$ cat src/rtl/core/tgc_pkg.sv
// Shared types, event codes and gesture codes for the touch gesture classifier.
package tgc_pkg;

  // Event decode
  localparam logic [4:0] EVT_KEY    = 5'd1;
  localparam logic [4:0] EVT_ABS    = 5'd3;
  localparam logic [9:0] CODE_X     = 10'd0;
  localparam logic [9:0] CODE_Y     = 10'd1;
  localparam logic [9:0] CODE_TOUCH = 10'd330;
  localparam logic [11:0] KEY_RELEASE = 12'd0;
  localparam logic [11:0] KEY_PRESS   = 12'd1;

  // Gesture codes
  localparam logic [3:0] G_NONE   = 4'd0;
  localparam logic [3:0] G_LEFT   = 4'd1;
  localparam logic [3:0] G_RIGHT  = 4'd2;
  localparam logic [3:0] G_DOWN   = 4'd3;
  localparam logic [3:0] G_UP     = 4'd4;
  localparam logic [3:0] G_TAP_BL = 4'd5;
  localparam logic [3:0] G_TAP_BR = 4'd6;
  localparam logic [3:0] G_TAP_TM = 4'd7;
  localparam logic [3:0] G_TAP_BM = 4'd8;
  localparam logic [3:0] G_TAP_TR = 4'd9;
  localparam logic [3:0] G_TAP_TL = 4'd10;

  // Reset travel threshold and its square
  localparam logic [11:0] SWIPE_DIST_RST = 12'd200;
  localparam logic [23:0] SWIPE_SQ_RST   = 24'd40000;

  // x*800/1024 = (x*25)>>5 ; y*480/600 = floor(4y/5) = (y*52432)>>16 for y < 4096
  localparam logic [4:0]  X_SCALE_MUL = 5'd25;
  localparam logic [15:0] Y_SCALE_MUL = 16'd52432;

  typedef logic signed [12:0] coord_s_t;
  typedef logic [11:0]        coord_u_t;

  typedef struct packed {
    logic [11:0] value;
    logic [9:0]  code;
    logic [4:0]  etype;
  } event_t;

  typedef struct packed {
    coord_u_t   end_y;
    coord_u_t   end_x;
    coord_s_t   start_y;
    coord_s_t   start_x;
    logic [3:0] gesture;
  } result_t;

endpackage

$ cat src/rtl/core/tgc_classify.sv
// Gesture decision: swipe test by squared travel, then fixed tap regions on the start point.
module tgc_classify (
  input  tgc_pkg::coord_s_t sx,
  input  tgc_pkg::coord_s_t sy,
  input  tgc_pkg::coord_u_t ex,
  input  tgc_pkg::coord_u_t ey,
  input  logic [23:0]       dist_sq,
  output logic [3:0]        gesture
);

  logic signed [13:0] dx;
  logic signed [13:0] dy;
  logic [12:0]        ax;
  logic [12:0]        ay;
  logic [25:0]        ax_sq;
  logic [25:0]        ay_sq;
  logic [26:0]        travel_sq;
  logic               is_swipe;

  function automatic logic in_box(input tgc_pkg::coord_s_t x, input tgc_pkg::coord_s_t y,
                                  input int x0, input int x1, input int y0, input int y1);
    return (x >= 13'(x0)) && (x < 13'(x1)) && (y >= 13'(y0)) && (y < 13'(y1));
  endfunction

  always_comb begin
    dx = 14'(signed'({1'b0, ex})) - 14'(sx);
    dy = 14'(signed'({1'b0, ey})) - 14'(sy);
    ax = dx[13] ? 13'(-dx) : dx[12:0];
    ay = dy[13] ? 13'(-dy) : dy[12:0];
    ax_sq = ax * ax;
    ay_sq = ay * ay;
    travel_sq = 27'(ax_sq) + 27'(ay_sq);
    is_swipe = travel_sq >= 27'(dist_sq);

    if (is_swipe && (ax > ay) && dx[13]) begin
      gesture = tgc_pkg::G_LEFT;
    end else if (is_swipe && (ax > ay)) begin
      gesture = tgc_pkg::G_RIGHT;
    end else if (is_swipe && (ay > ax) && !dy[13]) begin
      gesture = tgc_pkg::G_DOWN;
    end else if (is_swipe && (ay > ax)) begin
      gesture = tgc_pkg::G_UP;
    end else if (in_box(sx, sy, 0, 200, 280, 480)) begin
      gesture = tgc_pkg::G_TAP_BL;
    end else if (in_box(sx, sy, 600, 800, 280, 480)) begin
      gesture = tgc_pkg::G_TAP_BR;
    end else if (in_box(sx, sy, 300, 500, 0, 200)) begin
      gesture = tgc_pkg::G_TAP_TM;
    end else if (in_box(sx, sy, 300, 500, 380, 480)) begin
      gesture = tgc_pkg::G_TAP_BM;
    end else if (in_box(sx, sy, 700, 800, 0, 100)) begin
      gesture = tgc_pkg::G_TAP_TR;
    end else if (in_box(sx, sy, 0, 100, 0, 100)) begin
      gesture = tgc_pkg::G_TAP_TL;
    end else begin
      gesture = tgc_pkg::G_NONE;
    end
  end

endmodule

$ cat src/rtl/core/touch_gesture_classifier.sv
// Top level of the touch gesture classifier: event register, state update, result register.
//
//  channel | dir | handshake             | payload
//  --------+-----+-----------------------+------------------------------------------------
//  in_     | in  | in_tvalid/in_tready   | in_tdata: event_type, event_code, event_value
//  out_    | out | out_tvalid/out_tready | out_tdata: gesture, start_x/y, end_x/y
//  cfg_    | in  | cfg_valid/cfg_ready   | cfg_data: swipe_distance (squared on write)
//
// One beat per cycle in while no release is held by the output; the event register loads at
// the accepting edge, and a release in it then loads the result register, which drives
// out_tvalid. Throughput is one event per cycle, set by the single decode/classify stage,
// except while a release stalls. Reset (rst_n low, synchronous) clears position state to
// zero, the start point to -1 and the threshold to 200. A stalled out_tready holds the result
// register and, with a release waiting in the event register, backs up into it and in_tready.
module touch_gesture_classifier (
  input  logic        clk,
  input  logic        rst_n,
  input  logic        in_tvalid,
  output logic        in_tready,
  input  logic [31:0] in_tdata,   // [4:0] event_type, [14:5] event_code, [26:15] event_value
  output logic        out_tvalid,
  input  logic        out_tready,
  output logic [55:0] out_tdata,  // [3:0] gesture, [16:4] start_x, [29:17] start_y,
                                  // [41:30] end_x, [53:42] end_y
  input  logic        cfg_valid,
  output logic        cfg_ready,
  input  logic [11:0] cfg_data
);

  tgc_pkg::event_t    ev_r;
  logic               ev_valid_r;
  logic               ev_valid_nxt;
  tgc_pkg::coord_u_t  latest_x_r, latest_x_nxt;
  tgc_pkg::coord_u_t  latest_y_r, latest_y_nxt;
  tgc_pkg::coord_s_t  press_x_r, press_x_nxt;
  tgc_pkg::coord_s_t  press_y_r, press_y_nxt;
  logic [23:0]        dist_sq_r, dist_sq_nxt;
  tgc_pkg::result_t   res_r, res_nxt;
  logic               out_valid_r, out_valid_nxt;

  logic               is_abs;
  logic               is_touch;
  logic               is_release;
  logic               out_free;
  logic               ev_fire;
  logic [16:0]        x_prod;
  logic [27:0]        y_prod;
  logic [3:0]         gesture;

  assign is_abs     = ev_r.etype == tgc_pkg::EVT_ABS;
  assign is_touch   = (ev_r.etype == tgc_pkg::EVT_KEY) && (ev_r.code == tgc_pkg::CODE_TOUCH);
  assign is_release = is_touch && (ev_r.value == tgc_pkg::KEY_RELEASE);
  assign out_free   = !out_valid_r || out_tready;
  assign ev_fire    = ev_valid_r && (!is_release || out_free);
  assign in_tready  = !ev_valid_r || ev_fire;
  assign cfg_ready  = 1'b1;

  assign x_prod = ev_r.value * tgc_pkg::X_SCALE_MUL;
  assign y_prod = ev_r.value * tgc_pkg::Y_SCALE_MUL;

  tgc_classify u_classify (
    .sx      (press_x_r),
    .sy      (press_y_r),
    .ex      (latest_x_r),
    .ey      (latest_y_r),
    .dist_sq (dist_sq_r),
    .gesture (gesture)
  );

  always_comb begin
    ev_valid_nxt  = ev_valid_r;
    latest_x_nxt  = latest_x_r;
    latest_y_nxt  = latest_y_r;
    press_x_nxt   = press_x_r;
    press_y_nxt   = press_y_r;
    dist_sq_nxt   = dist_sq_r;
    out_valid_nxt = out_valid_r;
    res_nxt       = res_r;

    if (cfg_valid) begin
      dist_sq_nxt = cfg_data * cfg_data;
    end

    if (out_valid_r && out_tready) begin
      out_valid_nxt = 1'b0;
    end

    if (ev_fire) begin
      if (is_abs && (ev_r.code == tgc_pkg::CODE_X)) begin
        latest_x_nxt = x_prod[16:5];
      end else if (is_abs && (ev_r.code == tgc_pkg::CODE_Y)) begin
        latest_y_nxt = y_prod[27:16];
      end else if (is_touch && (ev_r.value == tgc_pkg::KEY_PRESS)) begin
        press_x_nxt = 13'(signed'({1'b0, latest_x_r}));
        press_y_nxt = 13'(signed'({1'b0, latest_y_r}));
      end else if (is_release) begin
        res_nxt.gesture = gesture;
        res_nxt.start_x = press_x_r;
        res_nxt.start_y = press_y_r;
        res_nxt.end_x   = latest_x_r;
        res_nxt.end_y   = latest_y_r;
        out_valid_nxt   = 1'b1;
        // drop the start point once the gesture is loaded into the result register
        press_x_nxt     = '1;
        press_y_nxt     = '1;
      end
    end

    if (in_tvalid && in_tready) begin
      ev_valid_nxt = 1'b1;
    end else if (ev_fire) begin
      ev_valid_nxt = 1'b0;
    end
  end

  always_ff @(posedge clk) begin
    if (!rst_n) begin
      ev_valid_r  <= 1'b0;
      out_valid_r <= 1'b0;
      latest_x_r  <= '0;
      latest_y_r  <= '0;
      press_x_r   <= '1;
      press_y_r   <= '1;
      dist_sq_r   <= tgc_pkg::SWIPE_SQ_RST;
    end else begin
      ev_valid_r  <= ev_valid_nxt;
      out_valid_r <= out_valid_nxt;
      latest_x_r  <= latest_x_nxt;
      latest_y_r  <= latest_y_nxt;
      press_x_r   <= press_x_nxt;
      press_y_r   <= press_y_nxt;
      dist_sq_r   <= dist_sq_nxt;
    end
  end

  always_ff @(posedge clk) begin
    if (in_tvalid && in_tready) begin
      ev_r <= in_tdata[26:0];
    end
    res_r <= res_nxt;
  end

  assign out_tvalid = out_valid_r;
  assign out_tdata  = {2'b00, res_r};

endmodule
$ cat config.mk
export PLATFORM = sky130hd
export DESIGN_NAME = touch_gesture_classifier
export DESIGN_NICKNAME = d
export VERILOG_FILES = /design/src/rtl/core/tgc_pkg.sv /design/src/rtl/core/tgc_classify.sv /design/src/rtl/core/touch_gesture_classifier.sv
export SDC_FILE = /design/constraint.sdc
export NUM_CORES = 1
export LEC_CHECK = 0
export BUFFER_PORTS_ARGS = -buffer_cell sky130_fd_sc_hd__buf_2
export CORE_ASPECT_RATIO = 1.25
export CORE_MARGIN = 2
export CORE_UTILIZATION = 47
export DETAILED_ROUTE_END_ITERATION = 12
export PLACE_DENSITY = 0.63
export SLEW_MARGIN = 20
export SYNTH_ARGS = -nofsm -noshare
export SYNTH_HDL_FRONTEND = slang
export SYNTH_SLANG_ARGS = --single-unit
$ cat constraint.sdc
create_clock -name clk -period 14.5 [get_ports clk]
set_input_delay 0.725 -clock clk [delete_from_list [all_inputs] [get_ports clk]]
set_output_delay 0.725 -clock clk [all_outputs]
set_load 0.01 [all_outputs]
# Word-level counts from Yosys, hierarchy flattened

Cells that the tools add are included.

Add/subtract/negate cells: 5
Multiply operators: 5
$lt $le $gt $ge: 17
Equality and inequality tests: 5
Multiplexer cells: 22
Bitwise gates (word level): 3
Reductions and logical operators: 46

Operators with widths:

| kind                                                                            | number |
|---|---|
| 13-bit two-way mux                                                              | 5 |
| 13-bit by 13-bit multiplier with 26-bit output                                  | 2 |
| 13-bit by 10-bit >= comparator with 1-bit output (second input constant)        | 3 |
| 1-bit logical AND                                                               | 29 |
| 13-bit by 13-bit subtractor with 14-bit output                                  | 2 |
| 26-bit by 26-bit adder with 27-bit output                                       | 1 |
| 27-bit by 24-bit >= comparator with 1-bit output                                | 1 |
| 13-bit by 1-bit >= comparator with 1-bit output (second input constant)         | 2 |
| 13-bit by 11-bit >= comparator with 1-bit output (second input constant)        | 2 |
| 13-bit > comparator                                                             | 2 |
| 13-bit by 10-bit less-than comparator with 1-bit output (second input constant) | 2 |
| 13-bit by 8-bit less-than comparator with 1-bit output (second input constant)  | 2 |
| 13-bit by 9-bit less-than comparator with 1-bit output (second input constant)  | 2 |
| 13-bit negation                                                                 | 2 |
| 12-bit by 12-bit multiplier with 24-bit output                                  | 1 |
| 12-bit by 12-bit multiplier with 24-bit output (second input constant)          | 1 |
| 12-bit by 5-bit multiplier with 17-bit output (second input constant)           | 1 |
| 13-bit by 11-bit less-than comparator with 1-bit output (second input constant) | 1 |
| 12-bit by 1-bit == test with 1-bit output (second input constant)               | 1 |
| 12-bit logical NOT                                                              | 1 |
| 3-bit two-way mux                                                               | 4 |
| 4-bit two-way mux                                                               | 3 |
| 10-bit by 1-bit == test with 1-bit output (second input constant)               | 1 |
| 10-bit by 9-bit == test with 1-bit output (second input constant)               | 1 |
| 15 further kinds                                                                | 31 |

Flip-flop bits (word level): 157
Input port bits: 49
Output and inout bits: 59
Logic and storage cells: 120

# Depth between registers and ports, before layout

Gate-level depths: netlist of the first run.

Depth after elaboration: 13
Depth in mapped cells: 46
Gate-level depth less buffers: 45

# By module

Synthesis of the first run repeated with hierarchy kept, for this count alone.

Cells, all modules: 2,678
Area total of the unflattened synthesis: 25,115.3 µm²

By module, submodules not included:

| module                   | instances | cells an instance | area an instance (µm²) | seq. area each (µm²) |
|---|---|---|---|---|
| touch_gesture_classifier | 1         | 1,237             | 12,618.4               | 3,883.7 |
| tgc_classify             | 1         | 1,441             | 12,497.0               | 0.0 |

# Worst setup path after synthesis of the first run

No wires, ideal clock.

Path type: register -> register
Start point: reg latest_x_r[0]
End point: reg res_r (netlist bit out_tdata[1]), data pin
Setup time: 255 ps
Arrival time: 9,997 ps
Required time: 14,245 ps
Slack: 4,247 ps
Cell stages (with the launch flop): 44
Path buffers: 1
Clock period less this slack: 10,253 ps
Cell sequence: dfxtp_1 > inv_1 > ha_1 > inv_1 > fa_1 > a211oi_1 > nor2_1 > o21ai_0 > a22oi_1 > or4b_4 > or3_4 > o31ai_4 > xnor2_2 > buf_6 > nor2_2 > fa_1 > inv_1 > fa_1 > (+8 left out) > ha_1 > a21o_1 > a21oi_1 > o22ai_1 > a41oi_1 > o21bai_1 > a21oi_1 > xnor2_1 > ha_1 > a21oi_1 > nor2b_1 > o21ai_0 > nand2b_1 > a21oi_1 > o21ai_0 > nor4_2 > mux2i_1 > and3_1

Word-level cells in the longest chain between the ends: 10
Elaborated cells between the ends (all ways): 15
Classes of those cells: add/sub: 3; mul: 1; order compare: 3; mux: 4; reduce/logical: 4

Ends and longest elaborated chain:

| what                                                          | RTL line                               | RTL |
|---|---|---|
| from (decl)                                                   | touch_gesture_classifier.sv:33         | `tgc_pkg::coord_u_t latest_x_r, latest_x_nxt;` |
| from (signal assigned)                                        | touch_gesture_classifier.sv:128        | `latest_x_r <= latest_x_nxt;` |
| 13-bit by 13-bit subtractor with 14-bit output *              | tgc_classify.sv:26                     | `dx = 14'(signed'({1'b0, ex})) - 14'(sx);` |
| 13-bit negation                                               | tgc_classify.sv:28                     | `ax = dx[13] ? 13'(-dx) : dx[12:0];` |
| 13-bit two-way mux                                            | tgc_classify.sv:28                     |  |
| 13-bit by 13-bit multiplier with 26-bit output                | tgc_classify.sv:30                     | `ax_sq = ax * ax;` |
| 26-bit by 26-bit adder with 27-bit output                     | tgc_classify.sv:32                     | `travel_sq = 27'(ax_sq) + 27'(ay_sq);` |
| 27-bit by 24-bit >= comparator with 1-bit output              | tgc_classify.sv:33                     | `is_swipe = travel_sq >= 27'(dist_sq);` |
| 1-bit logical AND                                             | tgc_classify.sv:39, tgc_classify.sv:41 |  |
| 3-bit two-way mux / 1-bit logical AND (equally long branches) | tgc_classify.sv:41, tgc_classify.sv:39 |  |
| 2-bit two-way mux                                             | tgc_classify.sv:39                     | `end else if (is_swipe && (ay > ax) && !dy[13]) begin` |
| 2-bit two-way mux                                             | tgc_classify.sv:37                     | `end else if (is_swipe && (ax > ay)) begin` |
| to (signal assigned)                                          | touch_gesture_classifier.sv:140        | `res_r <= res_nxt;` |
| to (decl)                                                     | touch_gesture_classifier.sv:38         | `tgc_pkg::result_t res_r, res_nxt;` |

Mark *: on every way between the ends. The rest lies on a longest branch, timed or not.
A chain may end at the register's enable or synchronous reset.

# Worst setup path in the final report of the first run

Start point: reg latest_y_r[0]
End point: reg res_r (netlist bit out_tdata[1]), data pin

Word-level cells in the longest chain between the ends: 10
Elaborated cells between the ends (all ways): 16
Classes of those cells: add/sub: 3; mul: 1; order compare: 3; mux: 4; reduce/logical: 5

Ends and longest elaborated chain:

| what                                                          | RTL line                               | RTL |
|---|---|---|
| from (decl)                                                   | touch_gesture_classifier.sv:34         | `tgc_pkg::coord_u_t latest_y_r, latest_y_nxt;` |
| from (signal assigned)                                        | touch_gesture_classifier.sv:129        | `latest_y_r <= latest_y_nxt;` |
| 13-bit by 13-bit subtractor with 14-bit output *              | tgc_classify.sv:27                     | `dy = 14'(signed'({1'b0, ey})) - 14'(sy);` |
| 13-bit negation                                               | tgc_classify.sv:29                     | `ay = dy[13] ? 13'(-dy) : dy[12:0];` |
| 13-bit two-way mux                                            | tgc_classify.sv:29                     |  |
| 13-bit by 13-bit multiplier with 26-bit output                | tgc_classify.sv:31                     | `ay_sq = ay * ay;` |
| 26-bit by 26-bit adder with 27-bit output                     | tgc_classify.sv:32                     |  |
| 27-bit by 24-bit >= comparator with 1-bit output              | tgc_classify.sv:33                     |  |
| 1-bit logical AND                                             | tgc_classify.sv:39, tgc_classify.sv:41 |  |
| 3-bit two-way mux / 1-bit logical AND (equally long branches) | tgc_classify.sv:41, tgc_classify.sv:39 |  |
| 2-bit two-way mux                                             | tgc_classify.sv:39                     |  |
| 2-bit two-way mux                                             | tgc_classify.sv:37                     |  |

Marked as above.

==> run metrics, run 1 <==
outcome=completed; met2 WL=30.2 mm; CTS Buffer Depth=2; GRT Overall Usage=22.2%; H-tree levels=4; cts bufs inserted=17; antenna violations before repair=0; top cells by area, synth=fa_1 30%, ha_1 18%, edfxtp_1 9.7%, inv_1 8.0%, dfxtp_1 6.0%; CTS tree=built; Finished Cell Area=26600 um^2; max_cap viols=0; Hold WC Path Type=primary input to register; Max Slew Vio Count=0; first-pass GRT wire length=97.5 mm; Final Skew=0.0149 ns; number of flops mapped to enable cells by yosys=80; Seq/Total Area, Yosys=15.7%; Main synth FF type=edfxtp_1; Max IR drop VDD=0.0000966 V; total overflow reported by the global router=0; critical-path maximum fanout=11; Hold Crit Start=in_tdata[0]; Non-Filler Instances=3358; CP arrival=12.27 ns; input/output buffers=99; Mapped Cells=2602; wl on met1=24.5 mm; final core utilization=51.4%; crit path launch=latest_y_r[0]$_SDFFE_PN0P_; Final Hold Fails=0; drt initial violations=1054; Async S/R FF share, synth=0%; via/cell ratio=5.41; Core Box Area=51800 um^2; clock transition at the registers of the reported paths=0.07 ns; slowest stage cell on the critical path=xnor2_1; Die W=209 um; row cnt=93; CP Class=register to register; Setup Viol. Count Final=0; final RePlAce weighted congestion=0.900; RSZ-0062 raised after global routing=no; DR pass1 iterations=5; Die ar.=54400 um^2; Post-Route Setup TNS=0 ns; Post-CTS Resized=0; area leader, netlist=fa_1; CTS Sinks=154; area grow syn2layout=7.60%; leakage=13.6 nW; Synth Cell Area=24700 um^2; largest net degree at the start of global routing=89; hold-fix buffers at CTS=0; Startpoint Class=register; max incr delay on CP=0.88 ns; I/O pin count=108; Remaining DRCs=0; Max Clock Freq=82.9 MHz; post-placement cell count=3326; Post-Synthesis Mean Instance Area=9.50 um^2; actual slew at the worst max-slew pin=1.10 ns; Critical Path RT=14.70 ns; layout cells sized above 1=7.95%; metal3 WL=1.72 mm; Final Critical Period=12.06 ns; final worst path period share=83.2%; Final Power=2.34 mW; ANT cells=0; top routing layer used=met4; Antenna Nets Post-Route=0; critical path's most frequent cell=fa_1; vias in the first global route=19614; Setup Fix Bufs, Post-CTS=0; nets@finish=3450; FF+latch count, synth=154; top cells by count, synth=528 x inv_1, 373 x fa_1, 348 x ha_1; number of synthesis warnings=0; PwrDens=87.9 nW/um^2; post-synth top area share=30.2%; worst-skew pair later-pin latency=0.45 ns; placed instance area=26000 um^2; post-synth cell types=85; vias=18155; drt wl/cell=17.3 um; initial core utilization=47.7%; Worst setup EP type=register; final WL=58.1 mm; RR Startpoint=latest_y_r[0]$_SDFFE_PN0P_; most common cell in the netlist=inv_1; HPWL after DPL=48.7 mm; Root Buffer=clkbuf_16; relative slew slack=26.4%; Die H=260 um
-- stage by stage --
step	hold slack [ns]	setup slack, ns
2_1_floorplan	0.406	4.25
3_3_place_gp	0.442	2.50
3_5_place_dp	0.448	2.52
4_1_cts	0.419	2.46
5_1_grt	0.432	1.68
6_report	0.443	2.44
-- sequential cells by signal, summed over array words and instances (netlist names) --
register    count
latest_x_r     12
press_y_r      12
ev_valid_r      1
press_x_r      13
ev_r           27
latest_y_r     12
out_tvalid      1
out_tdata      53
dist_sq_r      23
-- final timing paths --
check                                             endpoint  slack, ns  cells past startpoint
worst max register to register  out_tdata[1]$_SDFFCE_PP0P_       2.44                     41
worst min-delay path                     ev_r[0]$_DFFE_PP_       0.44                      1
worst min register to register     out_tdata[18]$_DFFE_PP_       0.46                      0
worst max-delay path            out_tdata[1]$_SDFFCE_PP0P_       2.44                     41
-- cells in the final DEF (no fill, tap or decap), types with 9 or more instances in the layout --
cell	count
inv_1	528
fa_1	373
ha_1	348
nor2_1	192
nand2_1	151
buf_2	99
edfxtp_1	80
dfxtp_1	74
a21oi_1	71
and2_1	64
xnor2_1	59
o21ai_0	57
nand3_1	50
a21o_1	39
xor2_1	35
nor3_1	34
o22ai_1	28
nor2b_1	27
buf_4	25
or2_2	23
mux2i_1	21
and3_1	18
nand2b_1	17
nand4_1	17
clkbuf_16	17
a211oi_1	16
o211ai_1	15
o21a_1	15
o21bai_1	12
o31ai_1	11
a31oi_1	11
nor4_1	9
-- cell type report --
class | instances | area, um^2
well taps | 665 | 832
repair buffers | 124 | 683
clock buffers | 17 | 425
multi-input cells | 1848 | 18600
flip-flops and latches | 154 | 3880
inverters | 535 | 2010
clock inverters | 15 | 173
fillers | 4772 | 25200
-- critical path, delay by kind of cell (launching register included) --
| kind | cells | cell delay (ns) |
|---|---|---|
| adder cells (fa/ha/maj) | 11 | 4.92 |
| AO/OA/AOI/OAI | 13 | 2.43 |
| AND/OR/NAND/NOR | 8 | 1.82 |
| XOR/XNOR | 2 | 1.13 |
| buffers and inverters | 6 | 1.00 |
| flip-flops | 1 | 0.34 |
| multiplexers | 1 | 0.16 |
-- metal layers --
layer / vias to the layer above / track usage (%)
met5: - / 0
li1: 8616 / -
met2: 384 / 41.1
met1: 9061 / 27.3
met4: 0 / 7.40
met3: 94 / 1.84
-- power breakdown --
group          internal [mW]  total, mW  switching (mW)  leakage (nW)
sequential             0.481      0.497          0.0157          1.37
clock                  0.232      0.449           0.216         0.286
combinational          0.624       1.39           0.769          12.0
total                   1.34       2.34            1.00          13.6
-- cells by family (layout without fill, tap and decap cells) --
logic type	count (synthesis)	in the layout	synth area share, %
compound gates	350	350	9.69
xor+xnor	97	97	3.50
fa+ha+maj	721	721	47.8
buf+inv	601	691	9.25
flops	154	154	15.7
mux	23	23	0.942
other cells	2	3	0.0304
simple gates	654	654	13.0
(Power assumes the default switching activity.)
==> inputs of run 2 (changes only) <==
- PLACE_DENSITY: 0.63 -> 0.65
- clock period: 14.5 -> 10.88 ns (I/O delays scaled with it)
==> run metrics, run 2 (synthesis results as in run 1) <==
drt wl/cell=17.1 um; sw power=1.38 mW; leakage=13.9 nW; Reg2Reg Setup Slack=0.38 ns; largest net degree at the start of global routing=89; Switching Fraction=43.5%; combinational group share of total power=59.6%; Non-Filler Instances=3413; clock transition at the registers of the reported paths=0.07 ns; I/O pin count=108; initial core utilization=47.7%; reg2reg end=out_tdata[1]$_SDFFCE_PP0P_; RR Startpoint=latest_x_r[0]$_SDFFE_PN0P_; Post-Route Setup TNS=0 ns; max reg flops=53; worst-skew pair later-pin latency=0.46 ns; slowest stage cell on the critical path=fa_1; final WL=58.4 mm; commonest non-fill, non-tap cell in the layout=inv_1; Critical Path RT=11.09 ns; Startpoint Class=register; placed instance area=26300 um^2; CP Class=register to register; Setup Viol. Count Final=0; Hold Crit Start=in_tdata[8]; drt initial violations=938; Worst setup EP type=register; critical-path maximum fanout=7; final core utilization=52.8%; input/output buffers=99; Finished Cell Area=27300 um^2; CP bufs+invs=8; Die ar.=54400 um^2; Die W=209 um; Die H=260 um; max incr delay on CP=0.58 ns; Core Box Area=51800 um^2; clock share of power=19.4%; internal power=1.79 mW; Final Skew=0.0123 ns; ANT cells=0; via/cell ratio=5.39; cts bufs inserted=17; CTS Buffer Depth=2; CP arrival=10.71 ns; total overflow reported by the global router=0; Final Critical Period=10.50 ns; CTS Sinks=154; Root Buffer=clkbuf_16; vias=18392; final worst path period share=96.5%; Hold WC Path Type=primary input to register; Final Hold Fails=0; Antenna Nets Post-Route=0; WHS=0.263 ns; post-placement cell count=3364; HPWL after DPL=49.4 mm; GRT Overall Usage=22.1%; vias in the first global route=19419; layout cells sized above 1=11.5%; delay-heaviest family, CP=adder cells; critical path's most frequent cell=fa_1; max_cap viols=0; actual slew at the worst max-slew pin=0.863 ns; nets@finish=3505; relative slew slack=42.3%; DR pass1 iterations=5; Reg2Reg Depth=43; Remaining DRCs=0; Max Clock Freq=95.2 MHz; outcome=completed; first-pass GRT wire length=96.1 mm; most frequent cells in the layout=527 x inv_1, 371 x fa_1, 342 x ha_1; hold path cells=1; PwrDens=116 nW/um^2; antenna violations before repair=0; CTS tree=built; area grow syn2layout=10.6%; sequential power share=21.0%; final RePlAce weighted congestion=0.914; Max Slew Vio Count=0; H-tree levels=4; row cnt=93; Max IR drop VDD=0.000141 V; Worst Hold Endpoint=ev_r[8]$_DFFE_PP_
-- run 2: changes by cell type in the layout (fill, tap and decap cells not counted), moves of 6 or more --
cell	delta
a21oi_1	-6
a21oi_2	+6
buf_4	+47
ha_1	-6
nor2_1	-8
nor2_2	+6
-- run 2: how the worst max path moves through the flow --
stage / to / startpoint / slack, ns / cells after the start
floorplan: out_tdata[1]$_SDFFCE_PP0P_ / latest_x_r[0]$_SDFFE_PN0P_ / 0.63 / 43
global placement: out_tdata[1]$_SDFFCE_PP0P_ / latest_x_r[0]$_SDFFE_PN0P_ / 0.21 / 43
detailed placement: out_tdata[1]$_SDFFCE_PP0P_ / latest_x_r[0]$_SDFFE_PN0P_ / 0.11 / 43
CTS: out_tdata[1]$_SDFFCE_PP0P_ / latest_x_r[0]$_SDFFE_PN0P_ / 0.06 / 43
global route: out_tdata[2]$_SDFFCE_PP0P_ / latest_x_r[0]$_SDFFE_PN0P_ / -0.06 / 43
finish: out_tdata[1]$_SDFFCE_PP0P_ / latest_x_r[0]$_SDFFE_PN0P_ / 0.38 / 43
-- run 2: area by class of cell --
class / instances / area, um^2
clock buffer: 17 / 425
clock inverter: 15 / 183
sequential: 154 / 3890
multi-input combinational: 1848 / 18800
timing repair buffer: 179 / 1170
inverter: 535 / 2010
fill: 4614 / 24500
tap: 665 / 832
-- run 2: layer usage --
layer  global-route usage, %  wire length [um]
met5                       0                 0
met4                    9.58              2360
met3                    1.97              1680
met1                    26.7             24100
met2                    40.4             30200
-- run 2: power by group through the flow --
stage | logic, mW | clock network [mW] | registers (mW)
after floorplan | 1.48 | 0 | 0.667
after CTS | 1.89 | 0.625 | 0.663
after global placement | 1.82 | 0 | 0.675
after detailed placement | 1.86 | 0 | 0.676
after global routing | 2.17 | 0.642 | 0.667
final | 1.89 | 0.615 | 0.663
-- run 2: through the flow --
stage	worst slack [ns]	power, mW
final	0.379	3.16
after global routing	-0.0647	3.47
after CTS	0.0639	3.18
after detailed placement	0.109	2.54
after global placement	0.214	2.49
after floorplan	0.627	2.15
-- run 2: timing repair --
action | CTS | global route
gates resized for setup | 0 | 67
hold buffers | 0 | 0
setup endpoints to repair | 0 | 4
buffers inserted | 0 | 17
==> inputs of run 3 (changes only) <==
- ABC_AREA: unset -> 1
- SYNTH_HIERARCHICAL: unset -> 1
==> run metrics, run 3 <==
outcome=completed; cts bufs inserted=17; Async S/R FF share, synth=0%; relative slew slack=35.0%; max incr delay on CP=0.56 ns; Post-Route Setup TNS=0 ns; Hold Crit Start=in_tdata[17]; Seq/Total Area, Yosys=14.5%; Die ar.=59000 um^2; Post-Synthesis Mean Instance Area=7.99 um^2; drt initial violations=1041; slowest stage cell on the critical path=fa_1; max_cap viols=0; Final Critical Period=10.07 ns; nets@finish=4201; Adder-Cell Fraction of Synth Area=44.0%; RSZ-0062 raised after global routing=no; final worst path period share=92.6%; Setup Fix Bufs, Post-CTS=0; ANT cells=0; Max Slew Vio Count=0; PwrDens=125 nW/um^2; Simple-Gate Fraction of Synth Area=19.5%; FF+latch area=3880 um^2; initial core utilization=47.7%; area grow syn2layout=6.90%; hold path cells=1; Worst setup EP type=register; final WL=62.1 mm; number of synthesis warnings=6; post-synth top area share=27.9%; Final Hold Fails=0; Critical Path RT=11.07 ns; Worst Hold Endpoint=ev_r[17]$_DFFE_PP_; area leader, netlist=fa_1; RR Startpoint=latest_y_r[0]$_SDFFE_PN0P_; area of the multi-input gates=19300 um^2; antenna violations before repair=0; layout cells sized above 1=7.37%; Place WS=0.764 ns; worst-skew pair later-pin latency=0.45 ns; complex-gate fraction of the synthesized area=5.82%; top cells by area, synth=fa_1 28%, ha_1 16%, inv_1 12%, edfxtp_1 9.0%, nand2_1 8.4%; Die H=271 um; max reg flops=53; largest family of logic cells by synthesized area=adder cells; I/O pin count=108; Remaining DRCs=0; HPWL after DPL=53.5 mm; Core Box Area=56200 um^2; critical path's most frequent cell=inv_1; reg2reg end=out_tdata[0]$_DFFE_PP_; worst setup margin=0.810 ns; Antenna Nets Post-Route=0; FILL cells=5509; Die W=218 um; CP arrival=10.26 ns; FF+latch count, synth=154; Max Clock Freq=99.3 MHz; row cnt=97; Max IR drop VDD=0.000152 V; CP Class=register to register; leakage=16.0 nW; first-pass GRT wire length=104 mm; Mapped Cells=3354; Setup Viol. Count Final=0; drt wl/cell=14.8 um; critical-path maximum fanout=8; number of flops mapped to enable cells by yosys=80; xor and xnor area share after synthesis=2.61%; total overflow reported by the global router=0; CTS tree=built; CTS Buffer Depth=2; DR pass1 iterations=7; Reg2Reg Depth=49; most common cell in the netlist=inv_1; Reg2Reg Setup Slack=0.81 ns; Final Skew=0.0148 ns; actual slew at the worst max-slew pin=0.973 ns; hold-fix buffers at CTS=0; most frequent cells in the layout=854 x inv_1, 598 x nand2_1, 373 x fa_1; clock transition at the registers of the reported paths=0.08 ns; Post-CTS Resized=0; Hold WC Path Type=primary input to register; final RePlAce weighted congestion=0.946; top cells by count, synth=854 x inv_1, 598 x nand2_1, 373 x fa_1; CTS Sinks=154; vias=20683; via/cell ratio=4.94; crit path launch=latest_y_r[0]$_SDFFE_PN0P_; Root Buffer=clkbuf_16; Synth Cell Area=26800 um^2; Main synth FF type=edfxtp_1; commonest non-fill, non-tap cell in the layout=inv_1; GRT Overall Usage=22.0%; H-tree levels=4; vias in the first global route=21370; Startpoint Class=register; largest net degree at the start of global routing=56; input/output buffers=99; post-synth cell types=64; post-synthesis mux area share=0%
run 3: cell count changes in the layout (fill, tap and decap cells not counted), sizes merged, moves of 21 or more:
cell   previous run  this run
a21o             39        10
o22ai            28         0
inv             541       880
a21oi            71       148
and2             65         6
nand4            17        58
nand2           151       619
nand3            51       185
nor2b            28         0
mux2i            21         0
nor2            201       288
buf             178       119
xnor2            61        21
run 3: final cells by class:
class	count	area share, %
clock buffer	17	1.48
clock inverter	15	0.616
inverter	875	11.5
multi-input combinational	2266	67.4
sequential	154	13.6
tap	742	3.24
timing repair buffer	119	2.25
run 3: metrics by stage:
stage | util (%) | hold slack, ns | instance area (um^2) | power [mW] | instances
after floorplan | - | 0.430 | 26800 | 2.47 | 3356
after global placement | 49.9 | 0.454 | 28000 | 2.97 | 4156
after detailed placement | 49.9 | 0.455 | 28000 | 3.00 | 4156
after CTS | 51.0 | 0.250 | 28600 | 3.61 | 4188
after global routing | 51.0 | 0.255 | 28600 | 4.03 | 4188
final | 51.0 | 0.267 | 28600 | 3.59 | 4188
run 3: per-layer routing:
metal | share of wire [%] | GRT usage (%) | vias up
met5 | 0 | 0 | -
met4 | 4.2 | 9.12 | 0
met3 | 2.8 | 1.78 | 117
met2 | 50 | 39.4 | 342
met1 | 43 | 27.2 | 9808
li1 | - | - | 10416
run 3: critical path: cells and delay by family, from the launching register on:
kind / cells / cell delay, ns
DFF: 1 / 0.39
adders and majority gates: 12 / 5.07
AOI/OAI and AO/OA: 6 / 1.15
and+or+nand+nor: 21 / 2.22
buffers and inverters: 9 / 0.86
xor gates and xnor gates: 1 / 0.12
run 3: worst max-delay path by stage:
| stage | to | depth (start not counted) | slack [ns] |
|---|---|---|---|
| 2_1_floorplan | out_tdata[1]$_DFFE_PP_ | 50 | 2.00 |
| 3_3_place_gp | out_tdata[0]$_DFFE_PP_ | 51 | 0.81 |
| 3_5_place_dp | out_tdata[1]$_DFFE_PP_ | 49 | 0.76 |
| 4_1_cts | out_tdata[1]$_DFFE_PP_ | 51 | 0.74 |
| 5_1_grt | out_tdata[3]$_DFFE_PP_ | 50 | 0.04 |
| 6_report | out_tdata[0]$_DFFE_PP_ | 49 | 0.81 |
run 3: cell families after synthesis:
logic type	after synthesis
simple gates	1204
buf+inv	936
fa+ha+maj	719
compound gates	270
flops	154
xor+xnor	69
other cells	2
run 3: report_power, final:
group	internal, mW	total (mW)	switching (mW)	leakage, nW
combinational	0.852	2.33	1.47	14.4
clock	0.310	0.601	0.290	0.285
sequential	0.642	0.667	0.0252	1.33
total	1.80	3.59	1.79	16.0
